===== src/sv/i2cmbe_pkg.sv =====
package i2cmbe_pkg;

	localparam logic [1:0] REQ_WRITE = 2'd1;
	localparam logic [1:0] REQ_READ  = 2'd2;

	localparam logic [3:0] BITS_PER_BYTE = 4'd8;
	localparam logic [7:0] CLEAR_LIMIT_RESET = 8'd9;

	typedef enum logic [4:0] {
		PH_IDLE   = 5'd0,
		PH_ST_A   = 5'd1,
		PH_ST_B   = 5'd2,
		PH_CLR_LO = 5'd3,
		PH_ST_C   = 5'd4,
		PH_ST_D   = 5'd5,
		PH_BIT_LO = 5'd6,
		PH_BIT_HI = 5'd7,
		PH_ACK_LO = 5'd8,
		PH_ACK_HI = 5'd9,
		PH_SP_A   = 5'd10,
		PH_SP_B   = 5'd11,
		PH_SP_C   = 5'd12
	} phase_t;

	typedef struct packed {
		logic       tick;
		logic [1:0] req_type;
		logic [7:0] tx_byte;
		logic       first_byte;
		logic       last_byte;
		logic       sda_in;
	} item_t;

	typedef struct packed {
		logic       scl_out;
		logic       sda_out;
		logic       busy_res;
		logic       byte_done;
		logic [7:0] rx_byte;
		logic       ack_level;
		logic       bus_clear_fail;
	} result_t;

endpackage


===== src/sv/i2cmbe_core.sv =====
module i2cmbe_core (
	input  logic                clk,
	input  logic                arst_n,
	input  logic                step,
	input  i2cmbe_pkg::item_t   item,
	input  logic [7:0]          clear_pulse_limit,
	output i2cmbe_pkg::result_t res
);
	import i2cmbe_pkg::*;

	phase_t     phase_q, phase_d;
	logic [3:0] bit_cnt_q, bit_cnt_d;
	logic [7:0] shift_q, shift_d;
	logic [7:0] pulse_cnt_q, pulse_cnt_d;
	logic       is_read_q, is_read_d;
	logic       is_last_q, is_last_d;
	logic       scl_q, scl_d;
	logic       sda_q, sda_d;
	logic       ack_q, ack_d;
	logic [7:0] rx_q, rx_d;
	logic       fail_q, fail_d;
	logic       done;

	logic       req_ok;
	logic       req_rd;
	logic       clear_go;
	logic [3:0] cnt_inc;
	logic       more_bits;
	logic [7:0] shifted;

	assign req_ok    = (item.req_type == REQ_WRITE) || (item.req_type == REQ_READ);
	assign req_rd    = (item.req_type == REQ_READ);
	assign clear_go  = !item.sda_in && (pulse_cnt_q < clear_pulse_limit);
	assign cnt_inc   = bit_cnt_q + 4'd1;
	assign more_bits = (cnt_inc < BITS_PER_BYTE);
	assign shifted   = {shift_q[6:0], is_read_q & item.sda_in};

	// next phase
	always_comb begin
		phase_d = phase_q;
		if (phase_q == PH_IDLE) begin
			if (req_ok) begin
				phase_d = item.first_byte ? PH_ST_A : PH_BIT_LO;
			end
		end else if (item.tick) begin
			case (phase_q)
				PH_ST_A:   phase_d = PH_ST_B;
				PH_ST_B:   phase_d = clear_go ? PH_CLR_LO : PH_ST_C;
				PH_CLR_LO: phase_d = PH_ST_B;
				PH_ST_C:   phase_d = PH_ST_D;
				PH_ST_D:   phase_d = PH_BIT_LO;
				PH_BIT_LO: phase_d = PH_BIT_HI;
				PH_BIT_HI: phase_d = more_bits ? PH_BIT_LO : PH_ACK_LO;
				PH_ACK_LO: phase_d = PH_ACK_HI;
				PH_ACK_HI: phase_d = is_last_q ? PH_SP_A : PH_IDLE;
				PH_SP_A:   phase_d = PH_SP_B;
				PH_SP_B:   phase_d = PH_SP_C;
				PH_SP_C:   phase_d = PH_IDLE;
				default:   phase_d = PH_IDLE;
			endcase
		end
	end

	// line levels and datapath
	always_comb begin
		bit_cnt_d   = bit_cnt_q;
		shift_d     = shift_q;
		pulse_cnt_d = pulse_cnt_q;
		is_read_d   = is_read_q;
		is_last_d   = is_last_q;
		scl_d       = scl_q;
		sda_d       = sda_q;
		ack_d       = ack_q;
		rx_d        = rx_q;
		fail_d      = fail_q;
		done        = 1'b0;
		if (phase_q == PH_IDLE) begin
			if (req_ok) begin
				is_read_d = req_rd;
				is_last_d = item.last_byte;
				shift_d   = req_rd ? 8'd0 : item.tx_byte;
				if (item.first_byte) begin
					fail_d      = 1'b0;
					pulse_cnt_d = 8'd0;
					sda_d       = 1'b1;
				end else begin
					bit_cnt_d = 4'd0;
					sda_d     = req_rd ? 1'b1 : item.tx_byte[7];
				end
			end
		end else if (item.tick) begin
			case (phase_q)
				PH_ST_A: begin
					scl_d = 1'b1;
				end
				PH_ST_B: begin
					if (clear_go) begin
						scl_d       = 1'b0;
						pulse_cnt_d = pulse_cnt_q + 8'd1;
					end else begin
						if (!item.sda_in) begin
							fail_d = 1'b1;
						end
						sda_d = 1'b0;
					end
				end
				PH_CLR_LO: begin
					scl_d = 1'b1;
				end
				PH_ST_C: begin
					scl_d = 1'b0;
				end
				PH_ST_D: begin
					bit_cnt_d = 4'd0;
					sda_d     = is_read_q ? 1'b1 : shift_q[7];
				end
				PH_BIT_LO: begin
					scl_d = 1'b1;
				end
				PH_BIT_HI: begin
					shift_d   = shifted;
					scl_d     = 1'b0;
					bit_cnt_d = cnt_inc;
					if (more_bits) begin
						sda_d = is_read_q ? 1'b1 : shifted[7];
					end else if (is_read_q) begin
						rx_d  = shifted;
						sda_d = is_last_q;  // NACK on the last read
					end else begin
						sda_d = 1'b1;       // release for the slave's ack
					end
				end
				PH_ACK_LO: begin
					scl_d = 1'b1;
				end
				PH_ACK_HI: begin
					if (!is_read_q) begin
						ack_d = item.sda_in;
					end
					scl_d = 1'b0;
					sda_d = is_last_q ? 1'b0 : is_read_q;
					done  = !is_last_q;
				end
				PH_SP_A: begin
					scl_d = 1'b1;
				end
				PH_SP_B: begin
					sda_d = 1'b1;
				end
				PH_SP_C: begin
					done = 1'b1;
				end
				default: begin
					done = 1'b0;
				end
			endcase
		end
	end

	always_ff @(posedge clk or negedge arst_n) begin
		if (!arst_n) begin
			phase_q     <= PH_IDLE;
			bit_cnt_q   <= 4'd0;
			shift_q     <= 8'd0;
			pulse_cnt_q <= 8'd0;
			is_read_q   <= 1'b0;
			is_last_q   <= 1'b0;
			scl_q       <= 1'b1;
			sda_q       <= 1'b1;
			ack_q       <= 1'b1;
			rx_q        <= 8'd0;
			fail_q      <= 1'b0;
		end else if (step) begin
			phase_q     <= phase_d;
			bit_cnt_q   <= bit_cnt_d;
			shift_q     <= shift_d;
			pulse_cnt_q <= pulse_cnt_d;
			is_read_q   <= is_read_d;
			is_last_q   <= is_last_d;
			scl_q       <= scl_d;
			sda_q       <= sda_d;
			ack_q       <= ack_d;
			rx_q        <= rx_d;
			fail_q      <= fail_d;
		end
	end

	assign res.scl_out        = scl_d;
	assign res.sda_out        = sda_d;
	assign res.busy_res       = (phase_d != PH_IDLE);
	assign res.byte_done      = done;
	assign res.rx_byte        = rx_d;
	assign res.ack_level      = ack_d;
	assign res.bus_clear_fail = fail_d;

`ifndef SYNTHESIS
	a_bit_cnt_range: assert property (@(posedge clk) disable iff (!arst_n)
		bit_cnt_q <= BITS_PER_BYTE)
		else $error("bit count past one byte");

	a_clr_pulse_counted: assert property (@(posedge clk) disable iff (!arst_n)
		phase_q == PH_CLR_LO |-> pulse_cnt_q != 8'd0)
		else $error("clear pulse not counted");

	a_scl_low_in_low_phase: assert property (@(posedge clk) disable iff (!arst_n)
		(phase_q == PH_CLR_LO || phase_q == PH_ACK_LO || phase_q == PH_ST_D) |-> !scl_q)
		else $error("scl high in a low phase");

	a_done_goes_idle: assert property (@(posedge clk) disable iff (!arst_n)
		step && done |=> phase_q == PH_IDLE)
		else $error("byte done without returning idle");
`endif

endmodule


===== src/sv/i2c_master_byte_engine_top.sv =====
// A result appears on out_valid once its item is taken into the input register and the
// core's result is then captured in the result register; out_stall can hold it in between.
// Throughput: one item per cycle; the only stall comes from out_stall.
// Each item steps the byte sequencer once; apart from a request taken in idle, line changes wait for tick.
// Reset (arst_n low, asynchronous): sequencer idle, both lines released,
// ack_level 1, rx_byte 0, clear_pulse_limit 9, no item held; the result register is not reset.
module i2c_master_byte_engine_top (
	input  logic       clk,
	input  logic       arst_n,
	input  logic       cfg_wr_en,
	input  logic [7:0] cfg_wr_data,
	input  logic       in_valid,
	output logic       in_stall,
	input  logic       tick,
	input  logic [1:0] req_type,
	input  logic [7:0] tx_byte,
	input  logic       first_byte,
	input  logic       last_byte,
	input  logic       sda_in,
	output logic       out_valid,
	input  logic       out_stall,
	output logic       scl_out,
	output logic       sda_out,
	output logic       busy_res,
	output logic       byte_done,
	output logic [7:0] rx_byte,
	output logic       ack_level,
	output logic       bus_clear_fail
);
	import i2cmbe_pkg::*;

	logic [7:0] clear_limit_q;
	item_t      item_s1;
	logic       vld_s1;
	logic       adv;
	logic       take;
	result_t    res_c;
	result_t    res_s2;
	logic       vld_s2;

	assign adv      = vld_s1 && (!vld_s2 || !out_stall);
	assign in_stall = vld_s1 && !adv;
	assign take     = in_valid && !in_stall;

	always_ff @(posedge clk or negedge arst_n) begin
		if (!arst_n) begin
			clear_limit_q <= CLEAR_LIMIT_RESET;
		end else if (cfg_wr_en) begin
			clear_limit_q <= cfg_wr_data;
		end
	end

	always_ff @(posedge clk or negedge arst_n) begin
		if (!arst_n) begin
			vld_s1 <= 1'b0;
		end else if (take) begin
			vld_s1 <= 1'b1;
		end else if (adv) begin
			vld_s1 <= 1'b0;
		end
	end

	always_ff @(posedge clk) begin
		if (take) begin
			item_s1 <= '{tick: tick, req_type: req_type, tx_byte: tx_byte,
				first_byte: first_byte, last_byte: last_byte, sda_in: sda_in};
		end
	end

	i2cmbe_core u_core (
		.clk               (clk),
		.arst_n            (arst_n),
		.step              (adv),
		.item              (item_s1),
		.clear_pulse_limit (clear_limit_q),
		.res               (res_c)
	);

	always_ff @(posedge clk or negedge arst_n) begin
		if (!arst_n) begin
			vld_s2 <= 1'b0;
		end else if (adv) begin
			vld_s2 <= 1'b1;
		end else if (!out_stall) begin
			vld_s2 <= 1'b0;
		end
	end

	always_ff @(posedge clk) begin
		if (adv) begin
			res_s2 <= res_c;
		end
	end

	assign out_valid      = vld_s2;
	assign scl_out        = res_s2.scl_out;
	assign sda_out        = res_s2.sda_out;
	assign busy_res       = res_s2.busy_res;
	assign byte_done      = res_s2.byte_done;
	assign rx_byte        = res_s2.rx_byte;
	assign ack_level      = res_s2.ack_level;
	assign bus_clear_fail = res_s2.bus_clear_fail;

endmodule


===== config.mk =====
export PLATFORM = sky130hd
export DESIGN_NAME = i2c_master_byte_engine_top
export DESIGN_NICKNAME = d
export VERILOG_FILES = /design/src/sv/i2cmbe_pkg.sv /design/src/sv/i2cmbe_core.sv /design/src/sv/i2c_master_byte_engine_top.sv
export SDC_FILE = /design/constraint.sdc
export NUM_CORES = 1
export LEC_CHECK = 0
export BUFFER_PORTS_ARGS = -buffer_cell sky130_fd_sc_hd__buf_2
export CORE_MARGIN = 2
export CORE_UTILIZATION = 30
export CTS_BUF_LIST = sky130_fd_sc_hd__clkbuf_2 sky130_fd_sc_hd__clkbuf_4 sky130_fd_sc_hd__clkbuf_8
export DETAILED_ROUTE_END_ITERATION = 7
export MAX_ROUTING_LAYER = met4
export PLACE_DENSITY = 0.6
export SYNTH_ARGS = -nofsm -noshare
export SYNTH_HDL_FRONTEND = slang
export SYNTH_HIERARCHICAL = 1
export SYNTH_SLANG_ARGS = --single-unit

===== constraint.sdc =====
create_clock -name clk -period 2.7 [get_ports clk]
set_clock_uncertainty 0.1 [all_clocks]
set_input_delay 0 -clock clk [delete_from_list [all_inputs] [get_ports clk]]
set_output_delay 0 -clock clk [all_outputs]
set_load 0.1 [all_outputs]

==> results of run 1 <==
kinds of logic after synthesis:
kind of cell               share of synthesized area (%)
AOI/OAI and AO/OA                                  13.64
xor gates and xnor gates                          0.8724
adders and majority gates                          3.115
buffers and inverters                              5.451
DFF                                                51.62
muxes                                              8.318
and+or+nand+nor                                    16.98
area by class of cell:
type | instances | share of cell area (%)
Clock buffer | 9 | 2.505
Sequential cell | 77 | 41.93
Clock inverter | 6 | 1.771
Multi-Input combinational cell | 243 | 35.10
Timing Repair Buffer | 88 | 12.96
Tap cell | 176 | 4.453
Inverter | 17 | 1.290
how the worst min path moves through the flow:
stage,start,end,slack (ns),cells past startpoint
finish,arst_n,u_core/phase_q[0],0.19,3
global route,req_type[1],item_s1[12],0.24,2
CTS,arst_n,u_core/phase_q[0],0.21,3
detailed placement,arst_n,u_core/bit_cnt_q[1],0.06,2
global placement,arst_n,u_core/bit_cnt_q[1],0.06,2
floorplan,arst_n,clear_limit_q[1],-0.40,0
critical path, stage by stage, from the launching register on:
cell and delay, ns:
dfstp_2 0.54, inv_1 0.04, ha_1 0.22, nor4_1 0.21, o21ai_0 0.15, and3_1 0.25
o21a_1 0.23, or4_1 0.50, a21oi_1 0.15
routing by layer:
layer	global-route usage, %	wire, microns	vias to the layer above
met5	-	0	-
met4	5.000	156	0
met3	3.042	272	11
met2	19.64	3950	49
met1	17.62	4249	1436
li1	-	-	1459
synth_stat cells, drive strengths merged, types with 11 or more instances:
cell    count  area, sq um
nor2       12        52.55
nand2      34        127.6
inv        17        63.81
o21ai      28        140.1
a21oi      25        125.1
nor3       11        71.32
buf        14        117.6
dfrtp      44         1101
edfxtp     28        840.8
mux2       27        334.1
repair_timing:
item,CTS,global route
setup endpoints to repair,0,1
hold buffers,34,0
buffers inserted,0,0
gates resized for setup,0,1
endpoints found under the hold margin,69,0
flip-flops by register name (all words and copies together), names as in the netlist, 4 cells and up:
| signal | flops |
|---|---|
| item_s1 | 14 |
| clear_limit_q | 8 |
| rx_byte | 8 |
| u_core/pulse_cnt_q | 8 |
| u_core/rx_q | 8 |
| u_core/shift_q | 8 |
| u_core/phase_q | 5 |
| u_core/bit_cnt_q | 4 |
power by group:
part,internal (mW),switching [mW],total (mW)
Combinational,0.405,0.700,1.11
Sequential,1.40,0.164,1.56
Clock,0.517,0.445,0.963
cell usage in the layout (no fill, tap or decap), types with 3 or more instances in the layout:
cell / count
a21oi_1: 25
and3_1: 4
buf_2: 42
buf_4: 12
clkbuf_8: 9
dfrtp_1: 44
dfstp_2: 5
dlygate4sd3_1: 34
edfxtp_1: 28
ha_1: 10
inv_1: 17
mux2_2: 18
mux2_4: 8
nand2_1: 34
nand2b_1: 8
nand3_1: 8
nand4_1: 3
nor2_1: 11
nor3_1: 9
nor3b_1: 8
nor4_1: 5
o21ai_0: 25
o21ai_1: 3
o21bai_1: 3
o31ai_1: 3
or3_1: 5
or4_1: 4
metrics by stage:
step	util [%]	worst slack [ns]	std cells
2_1_floorplan	-	0.08476	361
3_3_place_gp	33.44	0.2982	567
3_5_place_dp	33.44	0.2582	567
4_1_cts	37.64	0.2282	616
5_1_grt	37.64	0.04433	616
6_report	37.64	0.2278	616
==> run metrics, run 1 <==
outcome=finished, final reports clean; Post-synth ARST share=63.64%; total number of nets in the final design=473; total congestion overflow=0; kind of critical path=flip-flop to flip-flop; start of the worst register-to-register path=clear_limit_q[3]; Clock Path Buffers=2; post-detail-place hpwl=between 6 and 7 mm; cell area after synthesis=about 4000 sq um; hold slack=roughly 0.19 ns; ratio of routed vias to standard cells=4.797; I/O Buffers=42; clock slew seen by the registers of the worst setup and hold paths=about 0.09 ns; TritonCTS clock tree=built; Fill cells=1321; class of the worst hold path=primary input to asynchronous set/reset pin; Clock Root Buffer=clkbuf_8; multi-input gate area in the final layout=roughly 1700 sq um; sort of element at the end of the critical path=flip-flop; number of clock sinks=77; number of global-route vias before repair=just under 3000; unique cell type count in the Yosys netlist=63; unrepaired setup endpoints after global routing=no; DIE AREA=14330 sq um; via total after detailed routing=just under 3000; Pwr Density=between 700 and 800 nW/um^2; Finished Cell Area=a little under 5000 sq um; initial cell density of the core=a little under a third; Yosys reg bits=a little under 80; number of synthesized flops with an enable pin=28; worst flop-to-flop path endpoint=u_core/pulse_cnt_q[6]; initial DRC count=~150; overall power of the completed layout=approximately 3.6 mW; number of maximum-capacitance constraint violations=0; gate count after technology mapping=approximately 360; number of nets in the synthesized netlist=~400; R2R setup slack=roughly 0.23 ns; Diodes inserted=0; top achievable clock speed=about 400 MHz; peak fanout along the critical path=4; Worst Path Arrival=~2.7 ns; height of the chip=approximately 120 microns; global-route wire length before repair=between 10 and 15 mm; Pleak=between 2 and 2.5 nW; leading register cell type out of synthesis=dfrtp_1; io pins=43; proportion of synthesized chip area in sequential cells=around 52%; max-slew violation count=0; area of all sequential standard cells=around 2100 sq um; largest vdd supply drop=between 0.4 and 0.5 mV; launch point of the worst path=clear_limit_q[3]; gp weighted congestion=between 0.8 and 0.9; Tcrit/Tclk final=just over 90%; slew margin rel.=40.61%; synth warn=6; Setup Viol. Count Final=0; count of standard-cell rows=42; wirelength, routed=between 8 and 9 mm; sum of negative setup slack=0 ns; overall global routing resource usage=between 10% and 20%; Routed WL per cell=14.01 microns; total clock buffers created by CTS=9; Die W=119.7 microns; clock latency at the later pin of the worst-skew pair=approximately 0.36 ns; Antenna Violating Nets Remaining=0; end point of the critical path=u_core/pulse_cnt_q[6]; Placeable Area=roughly 13000 sq um; placed instance area=around 4400 sq um; level count of the clock H-tree=3; maximum number of pins on one net before global-route repair=50; DRC violations left=0; Worst-Margin Slew=0.8849 ns; required time at the worst-slack endpoint=about 2.9 ns; first-pass iteration count of the detailed router=4; depth of the worst register-to-register path=8; launching element type of the critical path=flip-flop; min Tclk post-route=2.472 ns; Hold Violations, Final=0; number of antenna violations at the first check in global routing=0; area grow syn2layout=23.12%; ratio of cells with drive above 1 in the final layout=a little over a quarter; mean cell area of the mapped netlist=between 10 and 15 sq um
Power figures use the tool's default switching activity.
==> run 2: changes to the inputs <==
--- a/config.mk
+++ b/config.mk
@@ -9,6 +9,8 @@
 export CORE_MARGIN = 2
 export CORE_UTILIZATION = 30
 export CTS_BUF_LIST = sky130_fd_sc_hd__clkbuf_2 sky130_fd_sc_hd__clkbuf_4 sky130_fd_sc_hd__clkbuf_8
+export CTS_CLUSTER_DIAMETER = 60
+export CTS_CLUSTER_SIZE = 20
 export DETAILED_ROUTE_END_ITERATION = 7
 export MAX_ROUTING_LAYER = met4
 export PLACE_DENSITY = 0.6
==> constraint.sdc (replaced) <==
create_clock -name clk -period 2.7 [get_ports clk]
set_clock_uncertainty 0.1 [all_clocks]
set_input_delay 0.27 -clock clk [delete_from_list [all_inputs] [get_ports clk]]
set_output_delay 0.27 -clock clk [all_outputs]
set_load 0.1 [all_outputs]
==> run metrics, run 2 (synthesis results as in run 1) <==
number of clock sinks=between 70 and 80; sum of negative setup slack=0 ns; required time at the worst-slack endpoint=between 2 and 3 ns; TritonCTS clock tree=built; post-detail-place hpwl=6.045 mm; Flop pwr share=a little over two fifths; Tcrit/Tclk final=between 90% and 100%; global-route wire length before repair=14.32 mm; launching element type of the critical path=flip-flop; top achievable clock speed=~400 MHz; clock slew seen by the registers of the worst setup and hold paths=around 0.07 ns; wirelength, routed=8.409 mm; hold slack=roughly 0.048 ns; ratio of routed vias to standard cells=approximately 4.8; ratio of cells with drive above 1 in the final layout=a little over a quarter; total number of nets in the final design=455; Worst-Margin Slew=0.8886 ns; first-pass iteration count of the detailed router=4; largest vdd supply drop=roughly 0.43 mV; Crit-path slowest cell=dfstp_2; Pwr Density=~750 nW/um^2; io pins=43; I/O Buffers=42; class of the worst hold path=primary input to flip-flop; DRC violations left=0; largest register by flop count=item_s1; unrepaired setup endpoints after global routing=no; Clock Path Buffers=2; number of maximum-capacitance constraint violations=0; slew margin rel.=between 40% and 50%; sort of element at the end of the critical path=flip-flop; internal cell power=about 2.3 mW; DIE AREA=between 10000 and 15000 sq um; setup ws final=0.2334 ns; proportion of power drawn by combinational gates=roughly 30%; number of global-route vias before repair=2861; net switching power=about 1.3 mW; gp weighted congestion=0.8639; maximum number of pins on one net before global-route repair=50; cell breakdown of the critical path=inv_1 -> ha_1 -> nor4_1 -> o21ai_0 -> and3_1 -> o21a_1 -> or4_1 -> a21oi_1; Fill cells=1336; Antenna Violating Nets Remaining=0; Setup Viol. Count Final=0; flip-flop count of the largest register after layout=14; count of standard-cell rows=42; number of antenna violations at the first check in global routing=0; Routed WL per cell=about 14 microns; peak fanout along the critical path=4; clock latency at the later pin of the worst-skew pair=0.36 ns; Placeable Area=13140 sq um; height of the chip=between 100 and 150 microns; initial cell density of the core=between 30% and 40%; Setup Buffers After CTS=0; Worst Path Arrival=around 2.6 ns; Pleak=about 2.0 nW; Die W=about 120 microns; total congestion overflow=0; CP max stage delay=0.54 ns; via total after detailed routing=~2900; Clock Root Buffer=clkbuf_8; kind of critical path=flip-flop to flip-flop; total clock buffers created by CTS=9; area grow syn2layout=18.63%; max-slew violation count=0; min Tclk post-route=roughly 2.5 ns; initial DRC count=between 100 and 150; part of the total power dissipated in the clock network=26.6%; Hold Violations, Final=0; overall global routing resource usage=approximately 13%; level count of the clock H-tree=3; fraction of power spent switching nets=a little over a third; worst slack at placement=about 0.26 ns; outcome=finished, final reports clean; most used cells in the layout excluding fill and tap cells=dfrtp_1, buf_2, nand2_1; Diodes inserted=0; most frequent standard cell in the layout excluding fill and tap cells=dfrtp_1
## run 2: cell count changes in the layout (fill, tap and decap cells not counted), sizes merged
cell | previous run | this run
dlygate4sd3 | 34 | 16
## run 2: area by class of cell
class	instances	area, sq um	area share, %
flip-flops and latches	77	2073	43.51
multi-input cells	243	1735	36.42
clock buffers	9	123.9	2.600
repair buffers	70	460.4	9.664
well taps	176	220.2	4.622
clock inverters	6	87.58	1.838
inverters	17	63.81	1.339
## run 2: power by group through the flow
stage	clock network [mW]	registers (mW)	logic, mW
after floorplan	0	1.70	0.695
after global placement	0	1.59	1.04
after detailed placement	0	1.59	1.05
after CTS	0.988	1.57	1.07
after global routing	1.03	1.60	1.19
final	0.958	1.56	1.07
## run 2: metrics by stage
step	power (mW)	instance area, sq um	instances	utilization [%]
floorplan	2.398	4028	361	-
global placement	2.624	4393	567	33.44
detailed placement	2.640	4393	567	33.44
CTS	3.627	4765	598	36.27
global route	3.816	4765	598	36.27
finish	3.597	4765	598	36.27
## run 2: worst paths after layout
kind                                   from                     to  slack [ns]  depth (start not counted)
hold reg to reg                  item_s1[1]       u_core/is_last_q        0.38                          1
min in group asynchronous            arst_n      u_core/phase_q[0]        0.46                          3
setup / recovery           clear_limit_q[3]  u_core/pulse_cnt_q[6]        0.23                          8
max in group asynchronous            arst_n       clear_limit_q[2]        1.59                          3
setup reg to reg           clear_limit_q[3]  u_core/pulse_cnt_q[6]        0.23                          8
hold / removal               cfg_wr_data[1]       clear_limit_q[1]        0.05                          2
## run 2: worst max-delay path, delay by kind of cell, from the launching register on
| kind | cells | cell delay [ns] |
|---|---|---|
| and+or+nand+nor | 3 | 0.96 |
| DFF | 1 | 0.54 |
| AOI/OAI and AO/OA | 3 | 0.53 |
| buffers and inverters | 1 | 0.04 |
| adders and majority gates | 1 | 0.22 |
## run 2: timing repair
item | CTS | global route
setup endpoints to repair | 0 | 1
resized for setup | 0 | 1
hold buffers | 16 | 0
hold endpoints to repair | 59 | 0
## run 2: layer usage
layer	share of wire, %	up-vias	global-route usage (%)	wire [microns]
met3	2.9	13	3.042	244
li1	-	1426	-	-
met1	49	1391	17.28	4136
met2	46	49	19.25	3850
met5	0	-	-	0
met4	2.1	0	5.000	179
